**src/rtl/pse_pkg.sv**
```systemverilog
// Package for the postfix stack evaluator: constants, status codes, types.
// No dependencies.
`timescale 1ns / 1ps
package pse_pkg;
    localparam int STACK_DEPTH = 64;
    localparam int PTR_W = $clog2(STACK_DEPTH);
    localparam int CNT_W = $clog2(STACK_DEPTH + 1);
    localparam int DATA_W = 64;

    typedef logic [DATA_W-1:0] data_t;
    typedef logic [1:0] status_t;
    typedef logic [2:0] op_t;

    localparam status_t ST_OK      = 2'd0;
    localparam status_t ST_UNKNOWN = 2'd1;
    localparam status_t ST_INVALID = 2'd2;
    localparam status_t ST_FULL    = 2'd3;

    localparam op_t OP_ADD = 3'd0;
    localparam op_t OP_SUB = 3'd1;
    localparam op_t OP_MUL = 3'd2;
    localparam op_t OP_DIV = 3'd3;

    localparam data_t POS_MAX = {1'b0, {(DATA_W-1){1'b1}}};
    localparam data_t NEG_MIN = {1'b1, {(DATA_W-1){1'b0}}};

    typedef struct packed {
        logic start;
        op_t  op;
    } alu_cmd_t;

    typedef struct packed {
        logic done;
    } alu_sts_t;
endpackage

```
**src/rtl/pse_alu.sv**
```systemverilog
// Shared multicycle arithmetic unit: saturating add, subtract, multiply, divide.
// Depends on pse_pkg.
`timescale 1ns / 1ps
module pse_alu (
    input  logic              aclk,
    input  logic              aresetn,
    input  pse_pkg::alu_cmd_t cmd,
    input  pse_pkg::data_t    lhs,
    input  pse_pkg::data_t    rhs,
    output pse_pkg::alu_sts_t sts,
    output pse_pkg::data_t    result
);
    import pse_pkg::*;

    typedef enum logic [2:0] {A_IDLE, A_MUL0, A_MUL1, A_MUL2, A_MUL3, A_MULF, A_DIV, A_DONE}
        astate_t;

    astate_t     state_reg;
    logic        neg_reg;
    data_t       ma_reg, mb_reg;
    logic [127:0] acc_reg;
    logic [127:0] num_reg;
    logic [63:0]  rem_reg;
    data_t       q_reg;
    logic        ovf_reg;
    logic [6:0]  cnt_reg;
    data_t       result_reg;

    data_t  ma_c, mb_c, sum_c, dif_c;
    logic   an, bn;
    logic [63:0] pp;
    logic [31:0] pa, pb;
    logic [64:0] rsh, rsub;

    function automatic data_t sat(input logic neg, input data_t mag, input logic ovf);
        if (!neg) return (ovf || mag[63]) ? POS_MAX : mag;
        if (ovf || mag > NEG_MIN) return NEG_MIN;
        return data_t'(-mag);
    endfunction

    always_comb begin
        an = lhs[63];
        bn = rhs[63];
        ma_c = an ? data_t'(-lhs) : lhs;
        mb_c = bn ? data_t'(-rhs) : rhs;
        sum_c = lhs + rhs;
        dif_c = lhs - rhs;
        unique case (state_reg)
            A_MUL0:  begin pa = ma_reg[31:0];  pb = mb_reg[31:0];  end
            A_MUL1:  begin pa = ma_reg[63:32]; pb = mb_reg[31:0];  end
            A_MUL2:  begin pa = ma_reg[31:0];  pb = mb_reg[63:32]; end
            default: begin pa = ma_reg[63:32]; pb = mb_reg[63:32]; end
        endcase
        pp = 64'(pa) * 64'(pb);
        rsh = {rem_reg, num_reg[127]};
        rsub = rsh - {1'b0, mb_reg};
    end

    always_ff @(posedge aclk) begin
        if (!aresetn) begin
            state_reg <= A_IDLE;
        end else begin
            unique case (state_reg)
                A_IDLE: begin
                    if (cmd.start) begin
                        neg_reg <= an ^ bn;
                        ma_reg <= ma_c;
                        mb_reg <= mb_c;
                        acc_reg <= '0;
                        rem_reg <= '0;
                        q_reg <= '0;
                        ovf_reg <= 1'b0;
                        num_reg <= {32'd0, ma_c, 32'd0};
                        cnt_reg <= 7'd127;
                        case (cmd.op)
                            OP_ADD: begin
                                result_reg <= (an == bn && sum_c[63] != an)
                                              ? (an ? NEG_MIN : POS_MAX) : sum_c;
                                state_reg <= A_DONE;
                            end
                            OP_SUB: begin
                                result_reg <= (an != bn && dif_c[63] != an)
                                              ? (an ? NEG_MIN : POS_MAX) : dif_c;
                                state_reg <= A_DONE;
                            end
                            OP_MUL: state_reg <= A_MUL0;
                            default: begin
                                if (mb_c == '0) begin
                                    result_reg <= an ? NEG_MIN : POS_MAX;
                                    state_reg <= A_DONE;
                                end else begin
                                    state_reg <= A_DIV;
                                end
                            end
                        endcase
                    end
                end
                A_MUL0: begin acc_reg <= acc_reg + 128'(pp);         state_reg <= A_MUL1; end
                A_MUL1: begin acc_reg <= acc_reg + (128'(pp) << 32); state_reg <= A_MUL2; end
                A_MUL2: begin acc_reg <= acc_reg + (128'(pp) << 32); state_reg <= A_MUL3; end
                A_MUL3: begin acc_reg <= acc_reg + (128'(pp) << 64); state_reg <= A_MULF; end
                A_MULF: begin
                    result_reg <= sat(neg_reg, acc_reg[95:32], acc_reg[127:96] != '0);
                    state_reg <= A_DONE;
                end
                A_DIV: begin
                    // one quotient bit per cycle, restoring
                    num_reg <= {num_reg[126:0], 1'b0};
                    if (q_reg[63]) ovf_reg <= 1'b1;
                    if (!rsub[64]) begin
                        rem_reg <= rsub[63:0];
                        q_reg <= {q_reg[62:0], 1'b1};
                    end else begin
                        rem_reg <= rsh[63:0];
                        q_reg <= {q_reg[62:0], 1'b0};
                    end
                    cnt_reg <= cnt_reg - 7'd1;
                    if (cnt_reg == '0) state_reg <= A_DONE;
                end
                A_DONE: state_reg <= A_IDLE;
                default: state_reg <= A_IDLE;
            endcase
            if (state_reg == A_DIV && cnt_reg == '0)
                result_reg <= sat(neg_reg, rsub[64] ? {q_reg[62:0], 1'b0} : {q_reg[62:0], 1'b1},
                                  ovf_reg || q_reg[63]);
        end
    end

    assign sts.done = (state_reg == A_DONE);
    assign result = result_reg;
endmodule

```
**config.mk**
```make
export PLATFORM = sky130hd
export DESIGN_NAME = pse_alu
export DESIGN_NICKNAME = d
export VERILOG_FILES = /design/src/rtl/pse_pkg.sv /design/src/rtl/pse_alu.sv
export SDC_FILE = /design/constraint.sdc
export NUM_CORES = 2
export LEC_CHECK = 0
export BUFFER_PORTS_ARGS = -buffer_cell sky130_fd_sc_hd__buf_2
export CORE_UTILIZATION = 35
export CTS_CLUSTER_DIAMETER = 50
export DETAILED_ROUTE_END_ITERATION = 6
export GPL_ROUTABILITY_DRIVEN = 0
export PLACE_DENSITY = 0.49
export SYNTH_ARGS = -nofsm -noshare
export SYNTH_HDL_FRONTEND = slang
export SYNTH_SLANG_ARGS = --single-unit
```
**constraint.sdc**
```tcl
create_clock -name aclk -period 16.1 [get_ports aclk]
set_input_delay 0 -clock aclk [delete_from_list [all_inputs] [get_ports aclk]]
set_output_delay 0 -clock aclk [all_outputs]
set_load 0.03 [all_outputs]
```
* After elaboration in Yosys (flattened, before gate mapping) *
Cells that the tools add are included.

storage, ports and cells
  flip-flop bits (word level) = 588
  bits of input ports = 134
  output and inout port bits = 65
  word-level logic and storage cells = 125

cells by class
  $add $sub $neg = 11
  multipliers = 1
  order comparisons = 2
  eq/ne operators = 19
  mux-type cells = 54
  bitwise operators = 1
  reduce and logical (&&, ||, !) cells = 26

operators with widths
  operator                                        count
  two-way mux 64 bit                              20
  case mux 128 bit (4 select lines)               1
  case mux 64 bit (2 select lines)                3
  two-way mux 128 bit                             2
  negator 64 bit                                  4
  case mux 128 bit (2 select lines)               1
  case mux 64 bit (3 select lines)                1
  adder 128 bit                                   1
  adder 128 x 64 -> 128 bit                       1
  adder 128 x 96 -> 128 bit                       1
  > comparator 64 bit (second input constant)     2
  subtractor 65 x 64 -> 65 bit                    1
  adder 64 bit                                    1
  logical NOT 64 bit                              1
  multiplier 32 x 32 -> 64 bit                    1
  two-way mux 32 bit                              2
  subtractor 64 bit                               1
  nonzero test 32 bit                             1
  case mux 3 bit (8 select lines)                 1
  two-way mux 1 bit                               17
  case mux 7 bit (2 select lines)                 1
  == test 3 bit (second input constant)           4
  == test 3 x 2 -> 1 bit (second input constant)  3
  AND reduction 3 bit                             3
  23 further kinds                                40

* Depth between registers and ports, before layout *
  word-level depth = 11
  gate-level depth with buffers = 50
  depth with buffers taken out = 45

* Least setup slack after synthesis *
OpenSTA, ideal clock, no wires.

  path type = flip-flop to flip-flop
  start = reg state_reg[2]
  end = reg acc_reg[107], data pin
  library setup time = 0.259 ns
  arrival time = 11.912 ns
  required time = 15.841 ns
  slack = 3.929 ns
  stages on the path, launching flop included = 48
  buffers on the path = 5
  clock period less this slack = 12.171 ns
  cells stage by stage = dfxtp_1 clkbuf_1 nand2b_1 clkbuf_1 buf_1 mux2i_1 clkbuf_1 nor2_1 fa_1 fa_1 fa_1 inv_1 fa_1 inv_1 fa_1 inv_1 fa_1 inv_1 [12 not listed] a21oi_1 o21bai_1 xor2_1 ha_1 clkbuf_1 nand4_1 or2_2 or3_1 o41a_1 o211ai_1 a2111oi_0 o31ai_2 nand2_1 nor3_1 nand2_1 o21ai_0 a21oi_1 a211o_1

on the way
  cells in the longest elaborated chain, start to end = 6
  elaborated cells between the ends (all ways) = 15
  those cells by class = 3 x add/sub; 1 x mul; 4 x eq/ne; 3 x mux; 4 x reduce/logical

ends and longest elaborated chain
  what                                                                     RTL line                      RTL
  from (decl)                                                              pse_alu.sv:18                 astate_t state_reg;
  from (signal assigned)                                                   pse_alu.sv:61                 state_reg <= A_IDLE;
  from (signal assigned)                                                   pse_alu.sv:79                 state_reg <= A_DONE;
  from (signal assigned)                                                   pse_alu.sv:84                 state_reg <= A_DONE;
  == test 3 x 2 -> 1 bit / == test 3 x 1 -> 1 bit (equally long branches)  pse_alu.sv:48, pse_alu.sv:63
  OR reduction 2 bit (no source line)                                      --
  two-way mux 32 bit                                                       pse_alu.sv:48                 unique case (state_reg)
  multiplier 32 x 32 -> 64 bit                                             pse_alu.sv:54                 pp = 64'(pa) * 64'(pb);
  adder 128 bit, or another cell as far along                              pse_alu.sv:101                A_MUL3: begin acc_reg <= acc_reg + (128'(pp) << 64); state_reg <= A_MULF; end
  case mux 128 bit (4 select lines) (*)                                    pse_alu.sv:63                 unique case (state_reg)
  to (signal assigned)                                                     pse_alu.sv:69                 acc_reg <= '0;
  to (signal assigned)                                                     pse_alu.sv:100                A_MUL2: begin acc_reg <= acc_reg + (128'(pp) << 32); state_reg <= A_MUL3; end
  to (signal assigned)                                                     pse_alu.sv:101
  to (decl)                                                                pse_alu.sv:21                 logic [127:0] acc_reg;

Mark *: on every way between the ends. The rest lies on a longest branch, timed or not.
A chain may end at the register's enable or synchronous reset.

* Worst setup path after layout *
  start = reg state_reg[0]
  end = reg acc_reg[107], data pin

The elaborated chain is that of the path after synthesis.

==> metrics.md <==
| Metric | Value |
|---|---|
| Syn avg cell area | 8.32 um^2 |
| Crit path top cell by count | fa_1 |
| # rows | 182 |
| Area of the die | 0.249 mm^2 |
| Fraction of layout cells with a size suffix above 1 | 7.42% |
| WP data arrival | 15.71 ns |
| Port-buffer cells | 198 |
| Reg2reg start | state_reg[0] |
| Clock transition at path regs | 0.05 ns |
| Worst Skew | 0.132 ns |
| Max stage delay on crit path | 0.77 ns |
| Hold Vio Cnt, Final | 0 |
| Routed wire length | 391,000 um |
| Fraction of the cycle the final worst path needs | 94.4% |
| Final setup TNS | 0 ns |
| Reg2Reg Capture Point | acc_reg[107] |
| Slew @ Worst Pin | 1.34 ns |
| CTS sink count | 556 |
| Crit start category | flop |
| Antenna violations before repair | 44 |
| Cell taking the most area after synthesis | fa_1 |
| Setup CP Type | reg -> reg |
| Top cell type's share of synthesized area | 20.9% |
| Layout Nets | 12,300 |
| GRT Overall Usage | 30.5% |
| Register area share after synthesis | 19.2% |
| Hold path depth | 7 |
| Wirelength per Cell | 28.1 um |
| Cts hold-fix bufs | 186 |
| DRT iter0 DRCs | 9,551 |
| Min-Delay Path Class | in -> reg |
| Crit end category | flop |
| Crit path max fanout | 21 |
| Syn Inst Count | 10,400 |
| Post-Syn Nets | 12,100 |
| Met2 usage | 46.9% |
| Initial core utilization | 35.2% |
| Core Box Area | 0.246 mm^2 |
| Met1 GRT Util | 39.9% |
| # Post-CTS Setup Buffers | 0 |
| MaxCap Viol Count | 0 |
| Yosys synthesis warning count | 0 |
| Post-CTS sizing | 0 |
| Post-synth top cells | nor2_1 (1,209), inv_1 (1,188), nand2_1 (1,087) |
| Vias in the first global route | 79,800 |
| Die Span Y | 499 um |
| Root Buffer | clkbuf_16 |
| Detailed Place HPWL | 311,000 um |
| Die W | 499 um |
| Gr ovfl total | 0 |
| Tmin final | 15.19 ns |
| Hold EP | state_reg[2] |
| Primary FF master, synth | edfxtp_1 |
| # setup viols final | 0 |
| Pins Over Slew Limit | 0 |
| Netlist Area Pre-Place | 0.0866 mm^2 |
| Min-delay src | cmd[2] |
| Area delta synth->final | 12.3% |
| Top post-synthesis cells by area | fa_1 (21%), edfxtp_1 (19%), ha_1 (9.5%), nor2_1 (5.2%), inv_1 (5.1%) |
| CTS tree | built |
| CP max stage cell | mux2i_4 |
| Max FFs per register | 128 |
| Post-route ant nets | 0 |
| Busiest grt layer | met2 |
| R2r worst-path depth | 42 |
| Synth async-reset ratio | 0% |
| R2r setup slk | 0.91 ns |
| Most frequent cell after synthesis | nor2_1 |
| DRC errors left | 0 |
| Worst Path Required | 16.62 ns |
| Number of synthesized flops with an enable pin | 553 |
| Worst skew pair latency | 0.80 ns |
| First-pass GRT wire length | 559,000 um |
| TritonCTS buffer count | 98 |
| Ports | 199 |
| CTS Buffer Depth | 3 |
| Seq cells post-synth | 556 |
| Via density | 5.93 |
| Pin count of the biggest net entering global routing | 96 |
| RSZ-0062 raised after global routing | no |
| Post-synth cell types | 95 |
| Via count of the routed design | 82,400 |
| GR Util met3 | 5.79% |
| FMAX | 0.0658 GHz |
| H-tree levels | 3 |
| DR pass1 iterations | 6 |
| Status | complete, no violations |
| Slew headroom | 10.7% |
==> worst max-delay path, delay by kind of cell (launching register included) <==
family,cells,cell delay [ns]
muxes,1,0.77
xor gates and xnor gates,2,0.95
adders and majority gates,10,4.86
and+or+nand+nor,7,2.45
buffers and inverters,6,0.68
DFF,1,0.62
AOI/OAI and AO/OA,16,4.58
==> routing by layer <==
| metal | vias to the layer above | share of wire [%] |
|---|---|---|
| met1 | 41100 | 41 |
| li1 | 35900 | - |
| met5 | - | 0.045 |
| met3 | 997 | 8.8 |
| met4 | 28 | 6.8 |
| met2 | 4372 | 44 |
==> logic make-up after synthesis <==
logic type,count (synthesis),synth area share (%)
compound gates,2418,17.5
xor+xnor,590,5.97
fa+ha+maj,1561,30.4
buf+inv,1736,7.58
flops,556,19.2
mux,111,1.34
simple gates,3439,18.0
==> metrics by stage <==
stage | std cells | util, % | hold slack [ns] | setup WS (ns) | cell area [um^2]
6_report | 13900 | 39.6 | 0.101 | 0.906 | 97300
4_1_cts | 13900 | 39.5 | 0.0329 | 1.05 | 97200
2_1_floorplan | 10400 | - | 0.0989 | 3.93 | 86600
3_3_place_gp | 13500 | 37.4 | 0.279 | 1.06 | 91900
3_5_place_dp | 13500 | 37.4 | 0.301 | 1.04 | 91900
5_1_grt | 13900 | 39.5 | 0.0776 | 0.316 | 97200
==> worst max path at each step <==
| stage | start | slack [ns] | depth (start not counted) | to |
|---|---|---|---|---|
| after floorplan | state_reg[2] | 3.93 | 47 | acc_reg[107] |
| after global placement | state_reg[0] | 1.06 | 40 | acc_reg[107] |
| after detailed placement | state_reg[0] | 1.04 | 42 | acc_reg[107] |
| after CTS | state_reg[0] | 1.05 | 42 | acc_reg[107] |
| after global routing | state_reg[1] | 0.32 | 42 | acc_reg[107] |
| final | state_reg[0] | 0.91 | 42 | acc_reg[107] |
==> layout make-up <==
type	instances	area, um^2
sequential	556	16700
clock inverter	72	926
fill	24900	149000
inverter	1195	4490
antenna	21	52.6
timing repair buffer	599	4500
multi-input combinational	8119	64100
tap	3220	4030
clock buffer	108	2490
==> layout by cell type, fill, tap and decap left out, types with 29 or more instances in the layout <==
| cell type | synthesis | routed |
|---|---|---|
| o21a_1 | 44 | 43 |
| o211ai_1 | 50 | 50 |
| a31oi_1 | 94 | 94 |
| nor2b_1 | 50 | 50 |
| xnor2_1 | 418 | 402 |
| a21o_1 | 262 | 261 |
| dlygate4sd3_1 | 0 | 186 |
| o21ai_0 | 519 | 515 |
| or2_2 | 29 | 29 |
| and2_1 | 140 | 140 |
| a21oi_1 | 762 | 761 |
| nand2b_1 | 78 | 75 |
| and3_1 | 70 | 70 |
| o221ai_1 | 44 | 44 |
| mux2i_2 | 0 | 31 |
| o311ai_0 | 48 | 43 |
| nand4_1 | 135 | 135 |
| nand2_1 | 1087 | 1087 |
| or3_1 | 79 | 79 |
| inv_1 | 1188 | 1186 |
| nor4_1 | 60 | 59 |
| buf_4 | 2 | 212 |
| o22ai_1 | 48 | 48 |
| xor2_1 | 172 | 165 |
| ha_1 | 657 | 657 |
| nor3_1 | 199 | 199 |
| or4_1 | 46 | 46 |
| clkbuf_16 | 0 | 98 |
| edfxtp_1 | 553 | 553 |
| buf_2 | 11 | 198 |
| o31ai_1 | 108 | 108 |
| a211oi_1 | 58 | 57 |
| o21bai_1 | 98 | 98 |
| nor2_1 | 1209 | 1203 |
| nand3_1 | 176 | 176 |
| fa_1 | 903 | 903 |
| mux2_2 | 40 | 40 |
Power is left out: the tool's default activity adds up to more than one toggle a clock period on the data nets, which glitch-free logic cannot reach.
